**config.mk**
```make
export PLATFORM = sky130hd
export DESIGN_NAME = lcg48_random_word_byte_uuid
export DESIGN_NICKNAME = d
export VERILOG_FILES = /design/src/hw/rtl/lcg48_pkg.sv /design/src/hw/rtl/lcg48_random_word_byte_uuid.sv /design/src/hw/rtl/lcg48_fifo.sv /design/src/hw/rtl/lcg48_front.sv /design/src/hw/rtl/lcg48_back.sv
export SDC_FILE = /design/constraint.sdc
export NUM_CORES = 2
export LEC_CHECK = 0
export BUFFER_PORTS_ARGS = -buffer_cell sky130_fd_sc_hd__buf_2
export CAP_MARGIN = 20
export CORE_ASPECT_RATIO = 1.1
export CORE_MARGIN = 4
export CORE_UTILIZATION = 60
export DETAILED_ROUTE_END_ITERATION = 10
export PLACE_DENSITY = 0.77
export SLEW_MARGIN = 10
export SYNTH_ARGS = -nofsm -noshare
export SYNTH_HDL_FRONTEND = slang
export SYNTH_SLANG_ARGS = --single-unit
```
**constraint.sdc**
```tcl
create_clock -name clk -period 8.2 [get_ports clk]
set_input_delay 0.41 -clock clk [delete_from_list [all_inputs] [get_ports clk]]
set_output_delay 0.41 -clock clk [all_outputs]
set_load 0.01 [all_outputs]
```
**src/hw/rtl/lcg48_pkg.sv**
```systemverilog
`default_nettype none

package lcg48_pkg;

	localparam int MAX_BYTES_DEF = 64;

	localparam logic [23:0] LCG_MUL_LO = 24'hECE66D;
	localparam logic [23:0] LCG_MUL_HI = 24'h0005DE;
	localparam logic [47:0] LCG_ADD    = 48'hB;

	localparam logic [2:0] ACT_SEED = 3'd0;
	localparam logic [2:0] ACT_W32  = 3'd1;
	localparam logic [2:0] ACT_W64  = 3'd2;
	localparam logic [2:0] ACT_RUN  = 3'd3;
	localparam logic [2:0] ACT_UUID = 3'd4;

	localparam logic [6:0] UUID_BYTES = 7'd16;
	localparam logic [6:0] UUID_VER_REM = 7'd10;
	localparam logic [6:0] UUID_VAR_REM = 7'd8;

	typedef struct packed {
		logic [2:0]  op;
		logic [47:0] seed;
		logic [6:0]  count;
	} cmd_t;

	typedef struct packed {
		logic [63:0] value;
		logic        last;
	} result_t;

endpackage

`default_nettype wire

```
**src/hw/rtl/lcg48_random_word_byte_uuid.sv**
```systemverilog
// Flow: command queue, generator FSM (idle, multiply, add, emit), then result queue.
// A command is taken only while the FSM is idle; a seed load only sets the state. Each
// generator step is the split 24-bit multiply and add; word64 takes a second one, and a
// byte run or uuid one per four bytes, sent one per cycle unless the result queue is full.
// Reset: arst_n clears both queues and sets the generator state to zero.
`default_nettype none

module lcg48_random_word_byte_uuid #(
	parameter int MAX_BYTES = lcg48_pkg::MAX_BYTES_DEF
) (
	input  logic        clk,
	input  logic        arst_n,
	input  logic        push,
	output logic        full,
	input  logic [2:0]  action,
	input  logic [47:0] seed_value,
	input  logic [6:0]  byte_count,
	output logic        empty,
	input  logic        pop,
	output logic [63:0] value,
	output logic        last
);

	lcg48_pkg::cmd_t    cmd_in;
	lcg48_pkg::cmd_t    cmd_out;
	lcg48_pkg::result_t res_in;
	lcg48_pkg::result_t res_out;
	logic               keep;
	logic               cmd_empty;
	logic               cmd_pop;
	logic               res_full;
	logic               res_push;

	lcg48_front #(.MAX_BYTES(MAX_BYTES)) u_front (
		.action      (push),
		.action_code (action),
		.seed_value  (seed_value),
		.byte_count  (byte_count),
		.cmd         (cmd_in),
		.keep        (keep)
	);

	lcg48_fifo #(.W($bits(lcg48_pkg::cmd_t))) u_cmd_q (
		.clk    (clk),
		.arst_n (arst_n),
		.push   (keep),
		.wdata  (cmd_in),
		.full   (full),
		.pop    (cmd_pop),
		.rdata  (cmd_out),
		.empty  (cmd_empty)
	);

	lcg48_back u_back (
		.clk       (clk),
		.arst_n    (arst_n),
		.cmd_valid (!cmd_empty),
		.cmd       (cmd_out),
		.cmd_pop   (cmd_pop),
		.res_full  (res_full),
		.res_push  (res_push),
		.res       (res_in)
	);

	lcg48_fifo #(.W($bits(lcg48_pkg::result_t))) u_res_q (
		.clk    (clk),
		.arst_n (arst_n),
		.push   (res_push),
		.wdata  (res_in),
		.full   (res_full),
		.pop    (pop),
		.rdata  (res_out),
		.empty  (empty)
	);

	assign value = res_out.value;
	assign last  = res_out.last;

endmodule

`default_nettype wire

```
**src/hw/rtl/lcg48_fifo.sv**
```systemverilog
`default_nettype none

module lcg48_fifo #(
	parameter int W = 1
) (
	input  logic         clk,
	input  logic         arst_n,
	input  logic         push,
	input  logic [W-1:0] wdata,
	output logic         full,
	input  logic         pop,
	output logic [W-1:0] rdata,
	output logic         empty
);

	logic [W-1:0] mem_q [2];
	logic         wp_q;
	logic         rp_q;
	logic [1:0]   cnt_q;
	logic         do_push;
	logic         do_pop;

	assign full    = (cnt_q == 2'd2);
	assign empty   = (cnt_q == 2'd0);
	assign do_push = push && !full;
	assign do_pop  = pop && !empty;
	assign rdata   = mem_q[rp_q];

	always_ff @(posedge clk) begin
		if (do_push) begin
			mem_q[wp_q] <= wdata;
		end
	end

	always_ff @(posedge clk or negedge arst_n) begin
		if (!arst_n) begin
			wp_q  <= 1'b0;
			rp_q  <= 1'b0;
			cnt_q <= 2'd0;
		end else begin
			if (do_push) begin
				wp_q <= ~wp_q;
			end
			if (do_pop) begin
				rp_q <= ~rp_q;
			end
			if (do_push && !do_pop) begin
				cnt_q <= cnt_q + 2'd1;
			end else if (do_pop && !do_push) begin
				cnt_q <= cnt_q - 2'd1;
			end
		end
	end

endmodule

`default_nettype wire

```
**src/hw/rtl/lcg48_front.sv**
```systemverilog
`default_nettype none

module lcg48_front #(
	parameter int MAX_BYTES = lcg48_pkg::MAX_BYTES_DEF
) (
	input  logic              action,
	input  logic [2:0]        action_code,
	input  logic [47:0]       seed_value,
	input  logic [6:0]        byte_count,
	output lcg48_pkg::cmd_t   cmd,
	output logic              keep
);

	logic [6:0] sat_count;

	assign sat_count = (byte_count > 7'(MAX_BYTES)) ? 7'(MAX_BYTES) : byte_count;

	always_comb begin
		cmd.op    = action_code;
		cmd.seed  = seed_value;
		cmd.count = sat_count;
		keep      = 1'b0;
		case (action_code)
			lcg48_pkg::ACT_SEED,
			lcg48_pkg::ACT_W32,
			lcg48_pkg::ACT_W64: begin
				keep = action;
			end
			lcg48_pkg::ACT_RUN: begin
				keep = action && (byte_count != 7'd0);
			end
			lcg48_pkg::ACT_UUID: begin
				cmd.count = lcg48_pkg::UUID_BYTES;
				keep      = action;
			end
			default: begin
				keep = 1'b0;
			end
		endcase
	end

endmodule

`default_nettype wire

```
**src/hw/rtl/lcg48_back.sv**
```systemverilog
`default_nettype none

module lcg48_back (
	input  logic                 clk,
	input  logic                 arst_n,
	input  logic                 cmd_valid,
	input  lcg48_pkg::cmd_t      cmd,
	output logic                 cmd_pop,
	input  logic                 res_full,
	output logic                 res_push,
	output lcg48_pkg::result_t   res
);

	localparam logic [1:0] ST_IDLE = 2'd0;
	localparam logic [1:0] ST_MUL  = 2'd1;
	localparam logic [1:0] ST_ADD  = 2'd2;
	localparam logic [1:0] ST_EMIT = 2'd3;

	logic [1:0]  st_q;
	logic [2:0]  op_q;
	logic [6:0]  rem_q;
	logic [2:0]  left_q;
	logic [1:0]  idx_q;
	logic        hi_done_q;
	logic [31:0] hi_q;
	logic [31:0] word_q;
	logic [47:0] lcg_q;
	logic [47:0] pp_ll_s1;
	logic [23:0] pp_hl_s1;
	logic [23:0] pp_lh_s1;
	logic [23:0] mid;
	logic [47:0] nxt;
	logic [7:0]  byte_raw;
	logic [7:0]  byte_fix;
	logic        is_word;

	assign mid     = pp_hl_s1 + pp_lh_s1;
	assign nxt     = pp_ll_s1 + {mid, 24'd0} + lcg48_pkg::LCG_ADD;
	assign is_word = (op_q == lcg48_pkg::ACT_W32) || (op_q == lcg48_pkg::ACT_W64);
	assign byte_raw = word_q[{idx_q, 3'b000} +: 8];

	assign cmd_pop  = (st_q == ST_IDLE) && cmd_valid;
	assign res_push = (st_q == ST_EMIT) && !res_full;

	always_comb begin
		byte_fix = byte_raw;
		if (op_q == lcg48_pkg::ACT_UUID) begin
			if (rem_q == lcg48_pkg::UUID_VER_REM) begin
				byte_fix = (byte_raw & 8'h0F) | 8'h40;
			end else if (rem_q == lcg48_pkg::UUID_VAR_REM) begin
				byte_fix = (byte_raw & 8'h3F) | 8'h80;
			end
		end
		if (op_q == lcg48_pkg::ACT_W64) begin
			res.value = {hi_q, word_q};
		end else if (op_q == lcg48_pkg::ACT_W32) begin
			res.value = {32'd0, word_q};
		end else begin
			res.value = {56'd0, byte_fix};
		end
		res.last = is_word || (rem_q == 7'd1);
	end

	always_ff @(posedge clk) begin
		if (st_q == ST_MUL) begin
			pp_ll_s1 <= 48'(lcg_q[23:0]) * 48'(lcg48_pkg::LCG_MUL_LO);
			pp_hl_s1 <= 24'(lcg_q[47:24] * lcg48_pkg::LCG_MUL_LO);
			pp_lh_s1 <= 24'(lcg_q[23:0] * lcg48_pkg::LCG_MUL_HI);
		end
		if (st_q == ST_ADD) begin
			word_q <= nxt[47:16];
			if ((op_q == lcg48_pkg::ACT_W64) && !hi_done_q) begin
				hi_q <= nxt[47:16];
			end
		end
	end

	always_ff @(posedge clk or negedge arst_n) begin
		if (!arst_n) begin
			st_q      <= ST_IDLE;
			op_q      <= lcg48_pkg::ACT_SEED;
			rem_q     <= 7'd0;
			left_q    <= 3'd0;
			idx_q     <= 2'd0;
			hi_done_q <= 1'b0;
			lcg_q     <= 48'd0;
		end else begin
			case (st_q)
				ST_IDLE: begin
					if (cmd_valid) begin
						if (cmd.op == lcg48_pkg::ACT_SEED) begin
							lcg_q <= cmd.seed;
						end else begin
							op_q      <= cmd.op;
							rem_q     <= cmd.count;
							hi_done_q <= 1'b0;
							st_q      <= ST_MUL;
						end
					end
				end
				ST_MUL: begin
					st_q <= ST_ADD;
				end
				ST_ADD: begin
					lcg_q <= nxt;
					if ((op_q == lcg48_pkg::ACT_W64) && !hi_done_q) begin
						hi_done_q <= 1'b1;
						st_q      <= ST_MUL;
					end else begin
						st_q <= ST_EMIT;
						if (rem_q >= 7'd4) begin
							idx_q  <= 2'd0;
							left_q <= 3'd4;
						end else begin
							idx_q  <= 2'd3 - rem_q[1:0];
							left_q <= {1'b0, rem_q[1:0]};
						end
					end
				end
				ST_EMIT: begin
					if (!res_full) begin
						if (is_word) begin
							st_q <= ST_IDLE;
						end else begin
							rem_q  <= rem_q - 7'd1;
							idx_q  <= idx_q + 2'd1;
							left_q <= left_q - 3'd1;
							if (rem_q == 7'd1) begin
								st_q <= ST_IDLE;
							end else if (left_q == 3'd1) begin
								st_q <= ST_MUL;
							end
						end
					end
				end
				default: begin
					st_q <= ST_IDLE;
				end
			endcase
		end
	end

endmodule

`default_nettype wire

```
After elaboration in Yosys (flattened, before gate mapping)
Memory sizes are Yosys's and may differ from the RTL's.
Index checks and enable logic that the tools add are counted.
{ "word_totals": {"regBits": 233, "ram_bits": 246, "out_inout_bits": 67, "elab_cells": 155, "n_memories": 2} }
{ "mem_list": {"columns": ["memory", "words", "word_bits", "rd", "rd_ports_with_merged_regs", "write_ports", "line", "source"], "rows": [
  ["u_res_q.mem_q", 2, 65, 1, 0, 1, "lcg48_fifo.sv:16", "logic [W-1:0] mem_q [2];"],
  ["u_cmd_q.mem_q", 2, 58, 1, 0, 1, "lcg48_fifo.sv:16", null]
]} }
{ "op_classes": {"add_sub_neg": 11, "multipliers": 3, "order_cmp": 2, "eq_ne": 24, "n_shift": 1, "mux": 46, "bitwise_logic": 6, "reduce_logical": 42} }
{ "op_table": {"columns": ["cell", "n"], "rows": [
  ["$mux 48", 2],
  ["$pmux 48 s2", 1],
  ["$mux 64", 1],
  ["$add 48x4->48 const B", 1],
  ["$add 48x48->48", 1],
  ["$mul 24x24->48 const B", 1],
  ["$mux 7", 6],
  ["$mux 32", 1],
  ["$shiftx 32x6->8", 1],
  ["$mux 2", 15],
  ["$add 24x24->24", 1],
  ["$mul 24x10->23 const B", 1],
  ["$mul 24x22->24 const B", 1],
  ["$mux 8", 3],
  ["$eq 7x4->1 const B", 2],
  ["$ne 2x2->1 const B", 7],
  ["$pmux 7 s2", 1],
  ["$logic_and 1x1->1", 12],
  ["$mux 3", 4],
  ["$reduce_and 4->1", 3],
  ["$reduce_bool 2->1", 5],
  ["$eq 3x1->1 const B", 3],
  ["$eq 3x2->1 const B", 3],
  ["$logic_not 1->1", 9],
  ["other kinds (26)", 50]
]} }

Logic depth before layout (Yosys ltp)
{ "depth": {"word_depth": 8, "depth_mapped": 24, "depth_no_buf": 23} }

Modules after synthesis
From an unflattened synthesis, not the netlist that was laid out.
{ "unflattened": {"hier_cells": 3331, "area_unflattened_um2": 40027.1} }
{ "modules_own_cells": {"columns": ["module", "n_inst", "cells_per_inst", "area_each_um2", "seq_area_each_um2"], "rows": [
  ["lcg48_back", 1, 2841, 30065.1, 6396.1],
  ["lcg48_fifo at u_res_q", 1, 221, 5048.6, 4003.8],
  ["lcg48_fifo at u_cmd_q", 1, 200, 4428.0, 3583.4],
  ["lcg48_front", 1, 68, 481.7, 0.0],
  ["lcg48_random_word_byte_uuid", 1, 1, 3.8, 0.0]
]} }

Worst setup path before layout
Ideal clock, no wire load.
{ "synth_timing": {"path_kind": "reg-to-reg", "startpoint": "reg u_back.lcg_q[0]", "endpoint": "reg u_back.pp_ll_s1[46], data pin", "setup_ns": 0.266, "arrival_time_ns": 6.113, "slack_ns": 1.820, "path_stages_with_launch": 22, "synth_period_minus_slack_ns": 6.380, "path_cell_list": "dfrtp_1 -> inv_1 -> fa_1 -> fa_1 -> fa_1 -> fa_1 -> inv_1 -> fa_1 -> inv_1 -> fa_1 -> fa_1 -> inv_1 -> ha_1 -> a21o_1 -> a21oi_1 -> nor2b_1 -> a311oi_1 -> o21ai_0 -> o2bb2ai_1 -> o21ai_0 -> mux2i_1 -> nand4_1"} }
{ "synth_between": {"elab_chain_len": 1} }
{ "synth_lines": {"columns": ["item", "line", "source"], "rows": [
  ["start, declared", "lcg48_back.sv:27", "logic [47:0] lcg_q;"],
  ["start signal, assigned", "lcg48_back.sv:92", "lcg_q <= cmd.seed;"],
  ["start signal, assigned", "lcg48_back.sv:105", "lcg_q <= nxt;"],
  ["$mul 24x24->48", "lcg48_back.sv:66", "pp_ll_s1 <= 48'(lcg_q[23:0]) * 48'(lcg48_pkg::LCG_MUL_LO);"],
  ["end signal, assigned", "lcg48_back.sv:66", null],
  ["end, declared", "lcg48_back.sv:28", "logic [47:0] pp_ll_s1;"]
]} }
Every way passes these cells.
A chain may end at the register's enable or synchronous reset.

Worst setup path in the final report
{ "layout_timing": {"startpoint": "reg u_back.lcg_q[2]", "endpoint": "reg u_back.pp_ll_s1[35], data pin"} }
The elaborated chain is that of the path after synthesis.

==> impl_results.rst <==
.. list-table::
   :header-rows: 1

   * - Metric
     - Value
   * - Data arrival at the endpoint of the critical path
     - 7.51 ns
   * - Worst stage delay on the critical path
     - 0.81 ns
   * - Std-Cell Core Area
     - between 60000 and 70000 sq um
   * - Total Nets Final
     - ~4.5k
   * - Initial Util
     - 61.0%
   * - Hold Fails Final Rpt
     - 0
   * - Worst Path Class, Setup
     - reg -> reg
   * - Most used flip-flop cell after synthesis
     - edfxtp_1
   * - Status
     - finished clean
   * - Clock Latency Late Sink
     - around 0.6 ns
   * - Number of flops mapped to enable cells by yosys
     - about 400
   * - Number of cells on the worst hold path
     - 1
   * - TritonCTS sink count
     - 478
   * - Max-capacitance violation count
     - 0
   * - Dpl hpwl
     - between 80000 and 90000 um
   * - H-tree depth
     - 2
   * - # port buffers
     - between 100 and 150
   * - Length of the first detailed-routing pass in iterations
     - 6
   * - Async S/R FF share, synth
     - 15.5%
   * - Worst endpoint required time
     - around 8.5 ns
   * - Drt wl/cell
     - around 23 um
   * - Worst reg-to-reg setup slack
     - between 0.9 and 1 ns
   * - Most frequent cells in the layout
     - 716 x inv_1, 454 x fa_1, 430 x ha_1
   * - Unrepaired setup endpoints after global routing
     - false
   * - DRC violation total after the first TritonRoute iteration
     - approximately 1.8k
   * - Overall overflow remaining after global route
     - 0
   * - Share of cells above drive strength 1
     - under 10%
   * - Final setup violating endpoints
     - 0
   * - Die X
     - about 250 um
   * - Crit path launch
     - u_back.lcg_q[2]
   * - Post-synthesis area per instance
     - approximately 12 sq um
   * - Num CTS Buffers
     - 43
   * - Clock slew at reported path FFs
     - ~0.070 ns
   * - Number of I/O pins
     - roughly 130
   * - Worst relative slew slack
     - 34.1%
   * - Root cell of the clock tree
     - clkbuf_16
   * - Gate Count Post-Synth
     - about 3.4k
   * - Cell area after synthesis
     - around 40000 sq um
   * - Count of unresolved DRC violations after routing
     - 0
   * - Total global routing track utilization
     - 29.0%
   * - Setup_tns
     - 0 ns
   * - Slowest library cell on the worst path
     - dfrtp_1
   * - Class of the tightest hold or removal check
     - in -> reg
   * - Layout overhead on the synthesized area
     - 8.32%
   * - Crit Reg-Reg Endpoint
     - u_back.pp_ll_s1[35]
   * - Instance count after placement with tap cells included
     - roughly 4.4k
   * - Crit path max-delay family
     - adder cells
   * - Number of cells on the worst reg-to-reg path
     - 19
   * - Chip Height
     - roughly 280 um
   * - Startpoint type of the worst setup path
     - register
   * - Most common cell after layout, fill and taps aside
     - inv_1
   * - Maximum number of pins on one net before global-route repair
     - 93
   * - Proportion of synthesized chip area in sequential cells
     - about a third
   * - Worst clock skew on the final layout
     - ~0.038 ns
   * - Via count of the first global-routing pass
     - between 20k and 30k
   * - Critical path buffers and inverters
     - 4
   * - Count of placed standard cells in the final layout, fillers left out
     - between 4k and 5k
   * - Final cycle utilization of the critical path
     - ~90%
   * - FP Rows
     - between 90 and 100
   * - Max-slew violation count
     - 0
   * - Vias per cell
     - 5.72
   * - Register bit count reported by yosys
     - 478
   * - Detail Route Antenna Nets
     - 0
   * - Global placement routability congestion
     - 0.998
   * - Net count of the mapped netlist
     - 4362
   * - Yosys warnings
     - 0
   * - Die ar.
     - 70600 sq um
   * - Detailed-route via count
     - 25.5k
   * - Antenna violations before repair
     - 1
   * - Transition at the pin with the smallest max-transition slack
     - around 0.98 ns
   * - Worst path cell trace
     - inv_1, fa_1, fa_1, fa_1, fa_1, inv_1, fa_1, inv_1, fa_1, fa_1, inv_1, ha_1, and3_1, nand2_1, o31a_1, and2_1, o21ai_0, a31oi_1, xnor2_1
   * - Highest fanout seen on the critical path
     - 11
   * - Total wire length after detailed routing
     - roughly 100000 um
   * - Shortest clock period the worst path allows after layout
     - slightly above 7 ns
   * - Max Clk Rate
     - 139 MHz
   * - Netlist cell types
     - 77
   * - Most frequent cell on the critical path
     - fa_1
   * - Number of post-CTS setup repair buffers
     - 0
   * - Wire length of the first global-routing pass
     - approximately 160000 um
   * - Worst Hold Path EP
     - u_cmd_q.mem_q[0][25]
   * - Worst R2R Start
     - u_back.lcg_q[2]
   * - Kind of end point of the critical path
     - register
   * - Worst hold path startpoint
     - seed_value[18]
   * - Clock tree from TritonCTS
     - done
   * - Clock Path Buffers
     - 3
## worst max-delay path by stage
| stage | end | slack [ns] | cells after the start |
|---|---|---|---|
| floorplan | u_back.pp_ll_s1[46] | 1.82 | 21 |
| global placement | u_back.pp_ll_s1[46] | 1.18 | 22 |
| detailed placement | u_back.pp_ll_s1[46] | 1.12 | 22 |
| CTS | u_back.pp_ll_s1[46] | 1.09 | 22 |
| global route | u_back.pp_ll_s1[35] | 0.76 | 20 |
| finish | u_back.pp_ll_s1[35] | 0.99 | 19 |
## metal layers
layer / GRT usage (%) / up-vias / part of all wire [%]
met3: 2.82 / 212 / 5.3
met4: 10.6 / 0 / 4.3
met2: 49.7 / 857 / 50
met1: 38.8 / 12700 / 41
met5: 0 / - / 0
li1: - / 11700 / -
## logic make-up (layout without fill, tap and decap cells)
logic type / Yosys count / count (layout) / share of synthesized area, %
fa+ha+maj: 884 / 884 / 36.3
buf+inv: 773 / 954 / 7.28
simple gates: 492 / 492 / 6.06
flops: 478 / 478 / 35.1
compound gates: 474 / 474 / 7.60
xor+xnor: 182 / 182 / 4.00
mux: 133 / 133 / 3.69
other cells: 0 / 1 / 0
## synthesized netlist by cell type (all sizes together) (5+ instances only)
cell type,count,area share (%)
nor4,7,0.13
or3,11,0.17
inv,717,6.8
mux2i,58,1.5
a211o,6,0.13
xor2,52,1.1
nand2b,15,0.24
xnor2,130,2.9
a21o,60,1.1
edfxtp,404,30
o21a,20,0.38
clkbuf,48,0.46
nor2b,18,0.28
nor3,29,0.36
ha,430,13
o211ai,23,0.43
nand2,141,1.3
a211oi,27,0.54
and3,14,0.22
o31ai,10,0.20
nand3,28,0.35
and2,72,1.1
a41oi,5,0.11
mux2,71,2.0
dfrtp,74,4.6
a31oi,13,0.20
nor2,116,1.1
a21oi,108,1.4
buf,8,0.078
o22ai,9,0.14
o21bai,15,0.29
o21ai,136,1.7
nand4,19,0.30
fa,454,23
## metrics by stage
step | setup slack (ns) | instance area (sq um) | hold slack, ns | utilization (%)
finish | 0.994 | 43200 | 0.0216 | 66.1
global placement | 1.18 | 41600 | 0.309 | 63.7
detailed placement | 1.12 | 41600 | 0.311 | 63.7
CTS | 1.09 | 43200 | 0.00342 | 66.1
global route | 0.762 | 43200 | 0.00940 | 66.1
floorplan | 1.82 | 39900 | 0.114 | -
## worst reg2reg max path, stage by stage, from the launching register on
cell	delay, ns
dfrtp_1	0.81
inv_1	0.24
fa_1	0.58
fa_1	0.59
fa_1	0.48
fa_1	0.51
inv_1	0.05
fa_1	0.47
inv_1	0.05
fa_1	0.44
fa_1	0.49
inv_1	0.04
ha_1	0.35
and3_1	0.23
nand2_1	0.09
o31a_1	0.43
and2_1	0.22
o21ai_0	0.53
a31oi_1	0.19
xnor2_1	0.15
## area by class of cell
| class | instances | area, sq um |
|---|---|---|
| antenna | 1 | 2.50 |
| clock buffer | 49 | 1140 |
| clock inverter | 31 | 414 |
| fill | 4949 | 22200 |
| inverter | 717 | 2690 |
| multi-input combinational | 2165 | 23000 |
| sequential | 478 | 14000 |
| tap | 850 | 1060 |
| timing repair buffer | 157 | 863 |
## registers in the layout (all words and copies together), names as in the netlist
name and cells:
u_back.left_q 3, u_back.pp_hl_s1 24, u_back.pp_ll_s1 48, u_back.rem_q 7, u_cmd_q.mem_q 116, u_back.op_q 3
u_back.idx_q 2, u_back.lcg_q 48, u_back.word_q 32, u_cmd_q.rp_q 1, u_cmd_q.wp_q 1, u_back.st_q 2
u_res_q.rp_q 1, u_back.pp_lh_s1 22, u_res_q.wp_q 1, u_back.hi_done_q 1, u_res_q.mem_q 130, u_back.hi_q 32
u_cmd_q.cnt_q 2, u_res_q.cnt_q 2
## repair_timing
action	CTS	global route
hold endpoints to repair	18	0
resized for setup	0	0
hold buffers	1	0
Power is left out: the tool's default activity adds up to more than one toggle a clock period on the data nets, which glitch-free logic cannot reach.
